--- config.mk ---
export PLATFORM = sky130hd
export DESIGN_NAME = json_string_unescape_utf8_top_flat
export DESIGN_NICKNAME = d
export VERILOG_FILES = /design/src/jsu_pkg.sv /design/src/jsu_if.sv /design/src/jsu_front.sv /design/src/jsu_queue.sv /design/src/jsu_back.sv /design/src/json_string_unescape_utf8_top.sv /design/src/flat_wrapper.sv
export VERILOG_INCLUDE_DIRS = /design/src /design/src/src
export SDC_FILE = /design/constraint.sdc
export NUM_CORES = 1
export LEC_CHECK = 0
export BUFFER_PORTS_ARGS = -buffer_cell sky130_fd_sc_hd__buf_2
export CAP_MARGIN = 40
export CELL_PAD_IN_SITES_DETAIL_PLACEMENT = 1
export CELL_PAD_IN_SITES_GLOBAL_PLACEMENT = 1
export CORE_ASPECT_RATIO = 0.7
export CORE_UTILIZATION = 54
export CTS_BUF_LIST = sky130_fd_sc_hd__clkbuf_2
export DETAILED_ROUTE_END_ITERATION = 16
export GPL_TIMING_DRIVEN = 0
export PLACE_DENSITY_LB_ADDON = 0.1
export SYNTH_ARGS = -nofsm -noshare
export SYNTH_HDL_FRONTEND = slang
export SYNTH_SLANG_ARGS = --single-unit
--- constraint.sdc ---
create_clock -name clock -period 4.86 [get_ports clock]
set_input_delay 0.729 -clock clock [delete_from_list [all_inputs] [get_ports clock]]
set_output_delay 0.729 -clock clock [all_outputs]
set_load 0.01 [all_outputs]
--- src/assert_macros.svh ---
// Assertion macros shared by the unescaper RTL.
// Depends on signals named clock and reset in the including scope.
`ifndef ASSERT_MACROS_SVH
`define ASSERT_MACROS_SVH

// same-cycle implication
`define JSU_ASSERT_IMP(label, cond, prop, msg) \
   label: assert property (@(posedge clock) disable iff (reset) (cond) |-> (prop)) \
      else $error(msg);

// next-cycle implication
`define JSU_ASSERT_NEXT(label, cond, prop, msg) \
   label: assert property (@(posedge clock) disable iff (reset) (cond) |=> (prop)) \
      else $error(msg);

`endif

--- src/jsu_pkg.sv ---
// Package of the JSON string unescaper: status codes, queue entry type, UTF-8 helpers.
// No dependencies.
`timescale 1ns / 1ps
`default_nettype none

package jsu_pkg;

   localparam logic [2:0] ST_DATA   = 3'd0;
   localparam logic [2:0] ST_END    = 3'd1;
   localparam logic [2:0] ST_UNTERM = 3'd2;
   localparam logic [2:0] ST_BADESC = 3'd3;
   localparam logic [2:0] ST_BADHEX = 3'd4;

   localparam int JSU_QUEUE_DEPTH = 4;

   // one queue entry: optional EF BF BD prefix, then up to four tail results
   typedef struct packed {
      logic            rep_prefix;
      logic [2:0]      tail_count;
      logic [2:0]      tail_status;
      logic [3:0][7:0] tail_byte;
   } jsu_desc_type;

   typedef struct packed {
      logic full;
      logic empty;
   } jsu_qstat_type;

   function automatic logic [7:0] jsu_rep_byte(input logic [1:0] idx);
      logic [7:0] b;
      case (idx)
         2'd0:    b = 8'hEF;
         2'd1:    b = 8'hBF;
         default: b = 8'hBD;
      endcase
      return b;
   endfunction

   // {ok, value}
   function automatic logic [4:0] jsu_hex_digit(input logic [7:0] c);
      logic [4:0] r;
      r = '0;
      if (c >= 8'h30 && c <= 8'h39) begin
         r = {1'b1, 4'(c - 8'h30)};
      end else if (c >= 8'h61 && c <= 8'h66) begin
         r = {1'b1, 4'(c - 8'h57)};
      end else if (c >= 8'h41 && c <= 8'h46) begin
         r = {1'b1, 4'(c - 8'h37)};
      end
      return r;
   endfunction

   // {ok, byte} for the single-character escapes
   function automatic logic [8:0] jsu_escape_map(input logic [7:0] c);
      logic [8:0] r;
      case (c)
         8'h22:   r = {1'b1, 8'h22};
         8'h5C:   r = {1'b1, 8'h5C};
         8'h2F:   r = {1'b1, 8'h2F};
         8'h62:   r = {1'b1, 8'h08};
         8'h66:   r = {1'b1, 8'h0C};
         8'h6E:   r = {1'b1, 8'h0A};
         8'h72:   r = {1'b1, 8'h0D};
         8'h74:   r = {1'b1, 8'h09};
         default: r = '0;
      endcase
      return r;
   endfunction

   function automatic jsu_desc_type jsu_encode16(input logic [15:0] v, input logic prefix);
      jsu_desc_type d;
      d = '0;
      d.rep_prefix  = prefix;
      d.tail_status = ST_DATA;
      if (v <= 16'h007F) begin
         d.tail_count   = 3'd1;
         d.tail_byte[0] = v[7:0];
      end else if (v <= 16'h07FF) begin
         d.tail_count   = 3'd2;
         d.tail_byte[0] = {3'b110, v[10:6]};
         d.tail_byte[1] = {2'b10, v[5:0]};
      end else begin
         d.tail_count   = 3'd3;
         d.tail_byte[0] = {4'b1110, v[15:12]};
         d.tail_byte[1] = {2'b10, v[11:6]};
         d.tail_byte[2] = {2'b10, v[5:0]};
      end
      return d;
   endfunction

   function automatic jsu_desc_type jsu_encode_pair(input logic [9:0] hi, input logic [9:0] lo);
      jsu_desc_type d;
      logic [20:0]  cp;
      d  = '0;
      cp = 21'h10000 | {1'b0, hi, 10'b0} | {11'b0, lo};
      d.tail_status  = ST_DATA;
      d.tail_count   = 3'd4;
      d.tail_byte[0] = {5'b11110, cp[20:18]};
      d.tail_byte[1] = {2'b10, cp[17:12]};
      d.tail_byte[2] = {2'b10, cp[11:6]};
      d.tail_byte[3] = {2'b10, cp[5:0]};
      return d;
   endfunction

   function automatic jsu_desc_type jsu_replacement(input logic prefix);
      jsu_desc_type d;
      d = '0;
      d.rep_prefix   = prefix;
      d.tail_status  = ST_DATA;
      d.tail_count   = 3'd3;
      d.tail_byte[0] = 8'hEF;
      d.tail_byte[1] = 8'hBF;
      d.tail_byte[2] = 8'hBD;
      return d;
   endfunction

endpackage

`default_nettype wire

--- src/jsu_if.sv ---
// Valid/ready channel interfaces for the unescaper: input bytes and result bytes.
// No dependencies.
`timescale 1ns / 1ps
`default_nettype none

interface jsu_req_if;
   logic       valid;
   logic       ready;
   logic [7:0] in_byte;
   logic       end_of_text;
   modport source (output valid, in_byte, end_of_text, input ready);
   modport sink (input valid, in_byte, end_of_text, output ready);
endinterface

interface jsu_rsp_if;
   logic       valid;
   logic       ready;
   logic [7:0] out_byte;
   logic [2:0] status;
   logic       last;
   modport source (output valid, out_byte, status, last, input ready);
   modport sink (input valid, out_byte, status, last, output ready);
endinterface

`default_nettype wire

--- src/jsu_front.sv ---
// Front end of the unescaper: accepts bytes, tracks escape state, queues result groups.
// Depends on jsu_pkg and jsu_req_if.
`timescale 1ns / 1ps
`default_nettype none

module jsu_front import jsu_pkg::*; (
   input  wire logic          clock,
   input  wire logic          reset,
   jsu_req_if.sink            req,
   input  wire jsu_qstat_type q_stat,
   output logic               q_push,
   output jsu_desc_type       q_desc
);

   localparam logic [2:0] PH_TEXT    = 3'd0;
   localparam logic [2:0] PH_ESC     = 3'd1;
   localparam logic [2:0] PH_HEX     = 3'd2;
   localparam logic [2:0] PH_HIGH    = 3'd3;
   localparam logic [2:0] PH_HIGH_BS = 3'd4;

   localparam logic [7:0] CH_QUOTE  = 8'h22;
   localparam logic [7:0] CH_BSLASH = 8'h5C;
   localparam logic [7:0] CH_U      = 8'h75;

   logic [2:0]  phase_ff, phase_in;
   logic [1:0]  hex_count_ff, hex_count_in;
   logic [15:0] hex_value_ff, hex_value_in;
   logic        hex_invalid_ff, hex_invalid_in;
   logic [9:0]  pending_ff, pending_in;
   logic        second_ff, second_in;

   logic        accept;
   logic        eot;
   logic [7:0]  c;
   logic [4:0]  dig;
   logic [8:0]  esc;
   logic [15:0] nv;
   logic        ninv;
   logic        text_go;
   logic        esc_go;
   logic        clear_go;
   jsu_desc_type desc;

   assign req.ready = !q_stat.full;
   assign accept    = req.valid && req.ready;
   assign eot       = req.end_of_text;
   assign c         = req.in_byte;
   assign dig       = jsu_hex_digit(c);
   assign esc       = jsu_escape_map(c);
   assign nv        = dig[4] ? {hex_value_ff[11:0], dig[3:0]} : hex_value_ff;
   assign ninv      = hex_invalid_ff | !dig[4];

   always_comb begin
      phase_in       = phase_ff;
      hex_count_in   = hex_count_ff;
      hex_value_in   = hex_value_ff;
      hex_invalid_in = hex_invalid_ff;
      pending_in     = pending_ff;
      second_in      = second_ff;
      desc           = '0;
      text_go        = 1'b0;
      esc_go         = 1'b0;
      clear_go       = 1'b0;

      case (phase_ff)
         PH_ESC: begin
            esc_go = 1'b1;
         end
         PH_HEX: begin
            if (eot) begin
               desc.tail_count  = 3'd1;
               desc.tail_status = ST_BADHEX;
               clear_go         = 1'b1;
            end else if (hex_count_ff != 2'd3) begin
               hex_count_in   = hex_count_ff + 2'd1;
               hex_value_in   = nv;
               hex_invalid_in = ninv;
            end else if (ninv) begin
               desc.tail_count  = 3'd1;
               desc.tail_status = ST_BADHEX;
               clear_go         = 1'b1;
            end else begin
               hex_count_in   = '0;
               hex_value_in   = '0;
               hex_invalid_in = 1'b0;
               second_in      = 1'b0;
               pending_in     = '0;
               if (second_ff && nv[15:10] == 6'b110111) begin
                  desc     = jsu_encode_pair(pending_ff, nv[9:0]);
                  phase_in = PH_TEXT;
               end else if (nv[15:11] != 5'b11011) begin
                  desc     = jsu_encode16(nv, second_ff);
                  phase_in = PH_TEXT;
               end else if (nv[10]) begin
                  desc     = jsu_replacement(second_ff);
                  phase_in = PH_TEXT;
               end else begin
                  desc.rep_prefix = second_ff;
                  pending_in      = nv[9:0];
                  phase_in        = PH_HIGH;
               end
            end
         end
         PH_HIGH: begin
            if (!eot && c == CH_BSLASH) begin
               phase_in = PH_HIGH_BS;
            end else begin
               desc.rep_prefix = 1'b1;
               pending_in      = '0;
               phase_in        = PH_TEXT;
               text_go         = 1'b1;
            end
         end
         PH_HIGH_BS: begin
            if (!eot && c == CH_U) begin
               phase_in       = PH_HEX;
               hex_count_in   = '0;
               hex_value_in   = '0;
               hex_invalid_in = 1'b0;
               second_in      = 1'b1;
            end else begin
               desc.rep_prefix = 1'b1;
               pending_in      = '0;
               phase_in        = PH_ESC;
               esc_go          = 1'b1;
            end
         end
         default: begin
            phase_in = PH_TEXT;
            text_go  = 1'b1;
         end
      endcase

      if (text_go) begin
         if (eot || c == 8'h00) begin
            desc.tail_count  = 3'd1;
            desc.tail_status = ST_UNTERM;
            clear_go         = 1'b1;
         end else if (c == CH_QUOTE) begin
            desc.tail_count  = 3'd1;
            desc.tail_status = ST_END;
            clear_go         = 1'b1;
         end else if (c == CH_BSLASH) begin
            phase_in = PH_ESC;
         end else begin
            desc.tail_count   = 3'd1;
            desc.tail_byte[0] = c;
         end
      end

      if (esc_go) begin
         if (eot) begin
            desc.tail_count  = 3'd1;
            desc.tail_status = ST_BADESC;
            clear_go         = 1'b1;
         end else if (c == CH_U) begin
            phase_in       = PH_HEX;
            hex_count_in   = '0;
            hex_value_in   = '0;
            hex_invalid_in = 1'b0;
            second_in      = 1'b0;
         end else if (esc[8]) begin
            desc.tail_count   = 3'd1;
            desc.tail_byte[0] = esc[7:0];
            phase_in          = PH_TEXT;
         end else begin
            desc.tail_count  = 3'd1;
            desc.tail_status = ST_BADESC;
            clear_go         = 1'b1;
         end
      end

      if (clear_go) begin
         phase_in       = PH_TEXT;
         hex_count_in   = '0;
         hex_value_in   = '0;
         hex_invalid_in = 1'b0;
         pending_in     = '0;
         second_in      = 1'b0;
      end
   end

   assign q_push = accept && (desc.rep_prefix || desc.tail_count != 3'd0);
   assign q_desc = desc;

   always_ff @(posedge clock) begin
      if (reset) begin
         phase_ff       <= PH_TEXT;
         hex_count_ff   <= '0;
         hex_value_ff   <= '0;
         hex_invalid_ff <= 1'b0;
         pending_ff     <= '0;
         second_ff      <= 1'b0;
      end else if (accept) begin
         phase_ff       <= phase_in;
         hex_count_ff   <= hex_count_in;
         hex_value_ff   <= hex_value_in;
         hex_invalid_ff <= hex_invalid_in;
         pending_ff     <= pending_in;
         second_ff      <= second_in;
      end
   end

endmodule

`default_nettype wire

--- src/jsu_queue.sv ---
// Descriptor queue between front and back of the unescaper.
// Depends on jsu_pkg.
`timescale 1ns / 1ps
`default_nettype none

module jsu_queue import jsu_pkg::*; #(
   parameter int DEPTH = JSU_QUEUE_DEPTH
) (
   input  wire logic         clock,
   input  wire logic         reset,
   input  wire logic         push,
   input  wire jsu_desc_type push_desc,
   input  wire logic         pop,
   output jsu_desc_type      head,
   output jsu_qstat_type     stat
);

   localparam int PTR_W = (DEPTH > 1) ? $clog2(DEPTH) : 1;
   localparam int CNT_W = $clog2(DEPTH + 1);

   jsu_desc_type mem_ff [DEPTH];
   logic [PTR_W-1:0] wr_ptr_ff, wr_ptr_in;
   logic [PTR_W-1:0] rd_ptr_ff, rd_ptr_in;
   logic [CNT_W-1:0] count_ff, count_in;

   assign stat.full  = (count_ff == CNT_W'(DEPTH));
   assign stat.empty = (count_ff == '0);
   assign head       = mem_ff[rd_ptr_ff];

   always_comb begin
      wr_ptr_in = wr_ptr_ff;
      rd_ptr_in = rd_ptr_ff;
      count_in  = count_ff;
      if (push) begin
         wr_ptr_in = (wr_ptr_ff == PTR_W'(DEPTH - 1)) ? '0 : wr_ptr_ff + PTR_W'(1);
      end
      if (pop) begin
         rd_ptr_in = (rd_ptr_ff == PTR_W'(DEPTH - 1)) ? '0 : rd_ptr_ff + PTR_W'(1);
      end
      if (push && !pop) begin
         count_in = count_ff + CNT_W'(1);
      end else if (pop && !push) begin
         count_in = count_ff - CNT_W'(1);
      end
   end

   always_ff @(posedge clock) begin
      if (reset) begin
         wr_ptr_ff <= '0;
         rd_ptr_ff <= '0;
         count_ff  <= '0;
      end else begin
         wr_ptr_ff <= wr_ptr_in;
         rd_ptr_ff <= rd_ptr_in;
         count_ff  <= count_in;
      end
   end

   always_ff @(posedge clock) begin
      if (push) begin
         mem_ff[wr_ptr_ff] <= push_desc;
      end
   end

endmodule

`default_nettype wire

--- src/jsu_back.sv ---
// Back end of the unescaper: expands queued groups into result bytes, one per transfer.
// Depends on jsu_pkg and jsu_rsp_if.
`timescale 1ns / 1ps
`default_nettype none

module jsu_back import jsu_pkg::*; (
   input  wire logic          clock,
   input  wire logic          reset,
   input  wire jsu_desc_type  head,
   input  wire jsu_qstat_type q_stat,
   output logic               pop,
   jsu_rsp_if.source          rsp
);

   logic [2:0] step_ff, step_in;
   logic       valid_ff, valid_in;
   logic [7:0] byte_ff, byte_in;
   logic [2:0] status_ff, status_in;
   logic       last_ff, last_in;

   logic [2:0] base;
   logic [2:0] total;
   logic [2:0] tidx;
   logic       is_rep;
   logic       out_free;

   assign base     = head.rep_prefix ? 3'd3 : 3'd0;
   assign total    = base + head.tail_count;
   assign tidx     = step_ff - base;
   assign is_rep   = head.rep_prefix && (step_ff < 3'd3);
   assign out_free = !valid_ff || rsp.ready;
   assign last_in  = (step_ff == total - 3'd1);
   assign pop      = out_free && !q_stat.empty && last_in;

   always_comb begin
      valid_in  = valid_ff;
      step_in   = step_ff;
      byte_in   = byte_ff;
      status_in = status_ff;
      if (out_free) begin
         valid_in = !q_stat.empty;
         if (!q_stat.empty) begin
            step_in = last_in ? 3'd0 : step_ff + 3'd1;
            if (is_rep) begin
               byte_in   = jsu_rep_byte(step_ff[1:0]);
               status_in = ST_DATA;
            end else begin
               byte_in   = (head.tail_status == ST_DATA) ? head.tail_byte[tidx[1:0]] : 8'h00;
               status_in = head.tail_status;
            end
         end
      end
   end

   always_ff @(posedge clock) begin
      if (reset) begin
         valid_ff <= 1'b0;
         step_ff  <= '0;
      end else begin
         valid_ff <= valid_in;
         step_ff  <= step_in;
      end
   end

   always_ff @(posedge clock) begin
      if (out_free && !q_stat.empty) begin
         byte_ff   <= byte_in;
         status_ff <= status_in;
         last_ff   <= last_in;
      end
   end

   assign rsp.valid    = valid_ff;
   assign rsp.out_byte = byte_ff;
   assign rsp.status   = status_ff;
   assign rsp.last     = last_ff;

endmodule

`default_nettype wire

--- src/json_string_unescape_utf8_top.sv ---
// JSON string body unescaper to UTF-8, a byte a cycle in while its queue has room, a byte a
// cycle out while the receiver is ready. The front end takes one input byte per cycle whenever
// its queue of result groups has room; each byte yields zero to six result bytes, which the back
// end sends one per transfer from an output register once their group is registered in the
// queue. Input runs at one byte per cycle while the result stream keeps up; a byte that expands
// to several results holds the output for one transfer each, and the QUEUE_DEPTH-entry queue
// absorbs those bursts. Errors and string end return the front end to its reset state.
`timescale 1ns / 1ps
`default_nettype none
`include "assert_macros.svh"

module json_string_unescape_utf8_top import jsu_pkg::*; #(
   parameter int QUEUE_DEPTH = JSU_QUEUE_DEPTH
) (
   input wire logic  clock,
   input wire logic  reset,
   jsu_req_if.sink   req_ch,
   jsu_rsp_if.source rsp_ch
);

   logic          q_push;
   logic          q_pop;
   jsu_desc_type  q_desc;
   jsu_desc_type  q_head;
   jsu_qstat_type q_stat;

   jsu_front u_front (
      .clock  (clock),
      .reset  (reset),
      .req    (req_ch),
      .q_stat (q_stat),
      .q_push (q_push),
      .q_desc (q_desc)
   );

   jsu_queue #(
      .DEPTH (QUEUE_DEPTH)
   ) u_queue (
      .clock     (clock),
      .reset     (reset),
      .push      (q_push),
      .push_desc (q_desc),
      .pop       (q_pop),
      .head      (q_head),
      .stat      (q_stat)
   );

   jsu_back u_back (
      .clock  (clock),
      .reset  (reset),
      .head   (q_head),
      .q_stat (q_stat),
      .pop    (q_pop),
      .rsp    (rsp_ch)
   );

   `JSU_ASSERT_IMP(a_push_room, q_push, !q_stat.full, "push into a full queue")
   `JSU_ASSERT_IMP(a_pop_data, q_pop, !q_stat.empty, "pop from an empty queue")
   `JSU_ASSERT_IMP(a_status_last, rsp_ch.valid && rsp_ch.status != ST_DATA, rsp_ch.last && rsp_ch.out_byte == 8'h00, "status result not last or nonzero byte")
   `JSU_ASSERT_NEXT(a_idle_out, q_stat.empty && !q_push && (!rsp_ch.valid || rsp_ch.ready), !rsp_ch.valid, "result shown with nothing queued")

endmodule

`default_nettype wire

--- src/flat_wrapper.sv ---
// flat-port wrapper written by rule: the top's interface ports become plain ports
module json_string_unescape_utf8_top_flat import jsu_pkg::*;
#(
   parameter int QUEUE_DEPTH = JSU_QUEUE_DEPTH
)
  (clock, reset, req_ch_valid, req_ch_in_byte, req_ch_end_of_text, req_ch_ready, rsp_ch_valid, rsp_ch_out_byte, rsp_ch_status, rsp_ch_last, rsp_ch_ready);
  jsu_req_if req_ch_i ();
  jsu_rsp_if rsp_ch_i ();
  input wire logic clock;
  input wire logic reset;
  input wire logic [$bits(req_ch_i.valid)-1:0] req_ch_valid;
  input wire logic [$bits(req_ch_i.in_byte)-1:0] req_ch_in_byte;
  input wire logic [$bits(req_ch_i.end_of_text)-1:0] req_ch_end_of_text;
  output wire logic [$bits(req_ch_i.ready)-1:0] req_ch_ready;
  output wire logic [$bits(rsp_ch_i.valid)-1:0] rsp_ch_valid;
  output wire logic [$bits(rsp_ch_i.out_byte)-1:0] rsp_ch_out_byte;
  output wire logic [$bits(rsp_ch_i.status)-1:0] rsp_ch_status;
  output wire logic [$bits(rsp_ch_i.last)-1:0] rsp_ch_last;
  input wire logic [$bits(rsp_ch_i.ready)-1:0] rsp_ch_ready;
  assign req_ch_i.valid = req_ch_valid;
  assign req_ch_i.in_byte = req_ch_in_byte;
  assign req_ch_i.end_of_text = req_ch_end_of_text;
  assign req_ch_ready = req_ch_i.ready;
  assign rsp_ch_valid = rsp_ch_i.valid;
  assign rsp_ch_out_byte = rsp_ch_i.out_byte;
  assign rsp_ch_status = rsp_ch_i.status;
  assign rsp_ch_last = rsp_ch_i.last;
  assign rsp_ch_i.ready = rsp_ch_ready;
  json_string_unescape_utf8_top #(.QUEUE_DEPTH(QUEUE_DEPTH)) u_core (.clock(clock), .reset(reset), .req_ch(req_ch_i), .rsp_ch(rsp_ch_i));
endmodule
### Yosys cells after proc, flatten, opt, wreduce, memory -nomap -nowiden

Memory sizes are Yosys's and may differ from the RTL's. A register that Yosys moved wholly into a read port is not among the register bits.
Index checks and enable logic that the tools add are counted.
Widths: inputs -> output; s select.

* register bits: 56
* bits in writable memories: 156
* bits of input ports: 13
* output and inout bits: 14
* word-level logic and storage cells: 234
* memories kept: 1

* add/subtract/negate cells: 12
* order comparisons: 10
* eq/ne operators: 26
* multiplexer cells: 134
* bitwise operators: 3
* reductions and logical operators: 34

Memories
* u_core.u_queue.mem_ff: depth 4, bits a word 39, rd ports 1, clocked after memory_dff 1, wr ports 1, RTL line jsu_queue.sv:21 `jsu_desc_type mem_ff [DEPTH];`

Operators by type and width (count)
* $mux 16: 10
* $mux 8: 13
* $mux 10: 9
* $mux 39: 2
* $mux 38: 2
* $pmux 9 s8: 1
* $mux 32: 2
* $mux 3: 20
* $eq 8x7->1 const B: 7
* $mux 6: 7
* $mux 37: 1
* $mux 2: 18
* $mux 1: 34
* $pmux 16 s2: 1
* $pmux 10 s3: 1
* $or 20x10->20: 1
* $bmux 8 s2: 1
* $eq 8x6->1 const B: 2
* $ge 8x7->1 const B: 2
* $le 16x11->1 const B: 1
* $le 16x7->1 const B: 1
* $le 8x7->1 const B: 2
* $mux 5: 3
* $ne 3x3->1 const B: 5
* 41 further kinds: 73

### Logic depth before layout (Yosys ltp)

* word-level depth: 30
* gate-level depth with buffers: 18
* depth with buffers taken out: 16

### Modules after synthesis

A second synthesis with hierarchy kept.

* cell total of the unflattened synthesis: 801
* area, all modules: 10388.7 um2

Modules (own cells, without submodules)
* jsu_queue: instances 1, cells an instance 247, area an instance 6058.3 um2, sequential area each 4864.7 um2
* jsu_front: instances 1, cells an instance 457, area an instance 3231.8 um2, sequential area each 640.6 um2
* jsu_back: instances 1, cells an instance 97, area an instance 1098.6 um2, sequential area each 440.4 um2

### Worst setup path before layout

OpenSTA, ideal clock, no wires.

* kind: input port to flip-flop
* start: input req_ch_in_byte[1]
* end: memory u_core.u_queue.mem_ff[0][0] (netlist name), enable pin
* library setup time: 0.397 ns
* arrival: 3.943 ns
* required time: 4.463 ns
* slack: 0.520 ns
* stages on the path: 11
* buffers on the path: 2
* path through: inv_1 -> ha_1 -> or3b_2 -> and4b_1 -> buf_2 -> nor2_1 -> buf_2 -> mux2i_1 -> a21oi_1 -> o21bai_1 -> and3_1

* word-level cells in the longest chain between the ends: 27
* elaborated cells on any way between the ends: 58
* those cells by class: add/sub: 3; order compare: 8; eq/ne: 5; mux: 29; bitwise: 1; reduce/logical: 12

RTL lines
* start: declaration: RTL line flat_wrapper.sv:12 `input wire logic [$bits(req_ch_i.in_byte)-1:0] req_ch_in_byte;`
* $ge 8x7->1 or $le 8x7->1 (tied branches): RTL line jsu_pkg.sv:47 `end else if (c >= 8'h41 && c <= 8'h46) begin`
* $logic_and 1x1->1: RTL line jsu_pkg.sv:47
* $mux 5: RTL line jsu_pkg.sv:47
* $mux 5: RTL line jsu_pkg.sv:45 `end else if (c >= 8'h61 && c <= 8'h66) begin`
* $mux 5: RTL line jsu_pkg.sv:43 `if (c >= 8'h30 && c <= 8'h39) begin`
* $mux 16: RTL line jsu_front.sv:50 `assign nv = dig[4] ? {hex_value_ff[11:0], dig[3:0]} : hex_value_ff;`
* $le 16x11->1: RTL line jsu_pkg.sv:78 `end else if (v <= 16'h07FF) begin`
* $mux 1: RTL line jsu_pkg.sv:78
* [... 11 more ...]
* $mux 6: RTL line jsu_front.sv:156 `end else if (c == CH_U) begin`
* $mux 6: RTL line jsu_front.sv:152 `if (eot) begin`
* $mux 6: RTL line jsu_front.sv:151 `if (esc_go) begin`
* $reduce_bool 3->1: RTL line jsu_front.sv:183 `assign q_push = accept && (desc.rep_prefix || desc.tail_count != 3'd0);`
* $logic_or 1x1->1 (*): RTL line jsu_front.sv:183
* $logic_and 1x1->1 (*): RTL line jsu_front.sv:183
* $mux 1 (*): RTL line jsu_queue.sv:60 `if (push) begin`
* $mux 1 (implied by the code) (*): RTL line jsu_queue.sv:61 `mem_ff[wr_ptr_ff] <= push_desc;`
* end: declaration: RTL line jsu_queue.sv:21

Mark *: on every way between the ends. The rest lies on a longest branch, timed or not.

### Worst setup path after layout

* start: input req_ch_in_byte[0]
* end: register u_core.u_queue.count_ff[2]

* word-level cells in the longest chain between the ends: 28
* elaborated cells on any way between the ends: 61
* those cells by class: add/sub: 3; order compare: 8; eq/ne: 5; mux: 28; bitwise: 1; reduce/logical: 16

RTL lines
* $ge 8x7->1 or $le 8x7->1 (tied branches): RTL line jsu_pkg.sv:47
* $logic_and 1x1->1: RTL line jsu_pkg.sv:47
* $mux 5: RTL line jsu_pkg.sv:47
* $mux 5: RTL line jsu_pkg.sv:45
* $mux 5: RTL line jsu_pkg.sv:43
* $mux 16: RTL line jsu_front.sv:50
* $le 16x11->1: RTL line jsu_pkg.sv:78
* $mux 1: RTL line jsu_pkg.sv:78
* [... 13 more ...]
* $mux 6: RTL line jsu_front.sv:151
* $reduce_bool 3->1: RTL line jsu_front.sv:183
* $logic_or 1x1->1 (*): RTL line jsu_front.sv:183
* $logic_and 1x1->1 (*): RTL line jsu_front.sv:183
* named net u_core.q_push: RTL line json_string_unescape_utf8_top.sv:21 `logic q_push;`
* $logic_not 1->1: RTL line jsu_queue.sv:42 `end else if (pop && !push) begin`
* $logic_and 1x1->1: RTL line jsu_queue.sv:42
* $reduce_bool 2->1 (no line)
* end signal: assignment: RTL line jsu_queue.sv:55 `count_ff <= count_in;`
* end: declaration: RTL line jsu_queue.sv:24 `logic [CNT_W-1:0] count_ff, count_in;`

Mark *: on every way through the listed nets, which the timed path passes. The rest lies on a longest branch.
A chain may end at the register's enable or synchronous reset.

==> reports/metrics.cfg <==
[status]
status = finished, final reports clean

[power]
sw_frac_of_total_pct = 34.09
power_uw = 4986
power.internal_uw = 3286
p_leak_uw = 0.003812
sequentialPowerShare_pct = 43.7
power.density_nw_per_um2 = 465.0
ir_drop_v = 0.0002781
p_switching_uw = 1700
combPwrFrac_pct = 32.0
p_clk_share_pct = 24.3

[cts]
insertion_delay_ps = 800
postCtsSetupBuffers = 0
cts_buffers = 47
cts_hold_buf = 0
cts_tree = built
htreeDepth = 2
path_clk_slew_ps = 110
clock-root-buffer = clkbuf_2
clkSinkCount = 201
cts_buffer_depth = 3

[grt]
grt_pass1_vias = 7459
grt_pass1_wl_um = 44830
grt-ovfl-total = 0
grt_antenna_before_repair = 1
grt_usage_pct = 33.05
grt_max_degree = 27

[placed_design]
pre_cts_slack_ps = -561.2
place_congestion = 0.9324
placed_area_um2 = 10240
hpwl_um = 20630
numPortBuffers = 24

[synth]
synth_nets = 796
synth_edf_count = 156
dominantRegCellSynth = edfxtp_1
synth.distinct_cells = 76
synth_area_per_cell_um2 = 12.73
yosysWarnings = 0
synthArstFlopShare_pct = 0
ys_seq_elements = 201
seq_area_frac_synth_pct = 57.57
synth_cells = 762
syn-cell-area_um2 = 9702

[setup_path]
path_buf_inv = 5
crit_top_cell = buf_2
crit_family = simple AND/OR/NAND/NOR gates
arrival_ps = 5410
critPathRequiredTime_ps = 5570
start_kind = primary input
crit_type = primary input to flop
critPathMaxFanout = 10
slowest_delay_ps = 480
worstPathCellList = buf_2, inv_1, ha_1, or3b_2, and4b_1, buf_2, nor2_2, buf_2, mux2i_1, a21oi_1, o21ba_2, nor2_1, ha_1, inv_1, fa_1, xor2_1, or3_1, a21oi_1
cp_slowest_cell = or3b_2
end_kind = flop

[die]
placementRows = 40
die_h_um = 114.1
die_x_um = 162.2
die-area_um2 = 18510
initial_core_util_pct = 55.86
ios = 27
core_area_um2 = 17370

[timing]
fmax_mhz = 212.8
drv_slew = 0
holdWs_ps = 248.4
setup_slack_ps = 161.0
clock-skew-final_ps = 85.70
fin_crit_ps = 4699
fin_crit_sh_pct = 96.69
tns_ps = 0
hold_violations = 0
rsz0062_at_grt = false
setup_violations = 0
slew_headroom_pct = 33.00
worst_pin_slew_ps = 1005

[route]
first_pass_iters = 5
post_drt_via_cell_ratio = 6.485
drt_wl_total_um = 29260
postRouteAntennaNets = 0
num_vias = 7231
drt_iter0_markers = 966
drc = 0
avgRoutedWirePerCell_um = 26.24

[worst_hold_path]
hold_class = primary input to flop

[final_layout]
layout.nets = 880
finish.instance_area_um2 = 10720
drive_gt1_share_pct = 22.08
area_growth_syn_to_layout_pct = 10.52
layout_common_cells = edfxtp_1 (156), clkbuf_2 (74), nand2_1 (73)
final_common_cell = edfxtp_1

[flow_run]
drv_cap = 0

per-stage QoR:
step	utilization, %	std cells
2_1_floorplan	-	762
3_3_place_gp	58.22	1017
3_5_place_dp	58.94	1026
4_1_cts	61.64	1112
5_1_grt	61.73	1114
6_report	61.74	1115
what timing repair did:
| action | CTS | global route |
|---|---|---|
| endpoints found under the hold margin | 0 | 0 |
| setup endpoints to repair | 0 | 2 |
| gates resized for setup | 0 | 3 |
synthesized netlist by cell type, types with 3 or more instances:
library cell  count  share of area (%)
a21oi_1          32                1.7
a221o_1           3               0.31
a221oi_1          6               0.54
a22oi_1           7               0.54
a31oi_1           4               0.26
a32o_1            3               0.31
and2_1            9               0.58
and3_1            7               0.45
and4b_1           3               0.31
buf_1             4               0.15
buf_2             9               0.46
clkbuf_1         24               0.93
dfxtp_1          45                9.3
edfxtp_1        156                 48
ha_1             20                2.6
inv_1            29                1.1
mux2i_1          12                1.2
mux4_2           43                 10
nand2_1          73                2.8
nand2b_1          4               0.26
nand3_1          12               0.62
nand4_1           8               0.52
nand4b_1          4               0.36
nor2_1           57                2.2
nor2b_1           5               0.32
nor3_1           17               0.88
nor3b_1           5               0.39
nor4_1            9               0.58
nor4b_1           3               0.27
nor4bb_1          3               0.31
o211ai_1          9               0.70
o21a_1            3               0.23
o21ai_0          54                2.8
o221ai_1          5               0.45
o22ai_1           3               0.19
or2_2             5               0.32
or3_1             4               0.26
or3b_2            3               0.27
or4_1             3               0.23
xnor2_1           7               0.63
xor2_1            5               0.45
state kept, by name, indices dropped and copies added, names as in the netlist, 2 cells and up, named ones only:
signal and cells:
u_core.u_queue.mem_ff 144, u_core.u_front.hex_value_ff 16, u_core.u_front.pending_ff 9, u_core.u_back.rsp.out_byte 8, u_core.u_back.rsp.status 3, u_core.u_back.step_ff 3
u_core.u_front.phase_ff 3, u_core.u_queue.count_ff 3, u_core.u_front.hex_count_ff 2, u_core.u_queue.rd_ptr_ff 2, u_core.u_queue.wr_ptr_ff 2
layout make-up:
type                    instances  area, µm²
fillers                      1809       6644
flip-flops and latches        201       5585
multi-input cells             493       3854
clock buffers                  73      365.4
well taps                     231      289.0
repair buffers                 35      252.7
plain buffers                  38      158.9
inverters                      30      112.6
clock inverters                13      102.6
diodes                          1      2.502
routing by layer:
metal / vias up / wire (µm) / GRT usage [%]
met3: 64 / 2638 / 7.244
met1: 3622 / 12310 / 45.16
met2: 387 / 13710 / 53.73
li1: 3158 / - / -
met4: 0 / 598 / 9.182
met5: - / 0 / 0
power groups by stage:
stage / registers [µW] / logic (µW) / clock network (µW)
after detailed placement: 2210 / 1550 / 0
after CTS: 2180 / 1590 / 1220
after global routing: 2190 / 1730 / 1310
final: 2180 / 1600 / 1210
after floorplan: 2220 / 1000 / 0
after global placement: 2190 / 1400 / 0
worst min-delay path, stage by stage:
cell	delay, ps
buf_2	70
nand2b_1	120
a21oi_1	70
cells by family (layout without fill, tap and decap cells):
| group | after synthesis | after routing | synth area share (%) |
|---|---|---|---|
| AOI/OAI and AO/OA | 164 | 164 | 11.74 |
| muxes | 55 | 55 | 11.22 |
| buffers and inverters | 68 | 189 | 2.786 |
| adders and majority gates | 21 | 21 | 2.786 |
| xor gates and xnor gates | 12 | 12 | 1.083 |
| other | 0 | 1 | 0 |
| and+or+nand+nor | 241 | 241 | 12.82 |
| DFF | 201 | 201 | 57.57 |
final timing paths:
check,startpoint,endpoint,slack [ps],depth (start not counted)
setup / recovery,req_ch_in_byte[0],u_core.u_queue.count_ff[2]$_SDFFE_PP0P_,160,18
hold reg to reg,u_core.u_front.pending_ff[9]$_SDFFE_PP0P_,u_core.u_front.pending_ff[9]$_SDFFE_PP0P_,480,2
hold / removal,rsp_ch_ready,u_core.u_back.rsp.valid$_SDFFE_PP0N_,250,3
setup reg to reg,flop,u_core.u_queue.count_ff[2]$_SDFFE_PP0P_,400,18
Power figures use the tool's default switching activity.
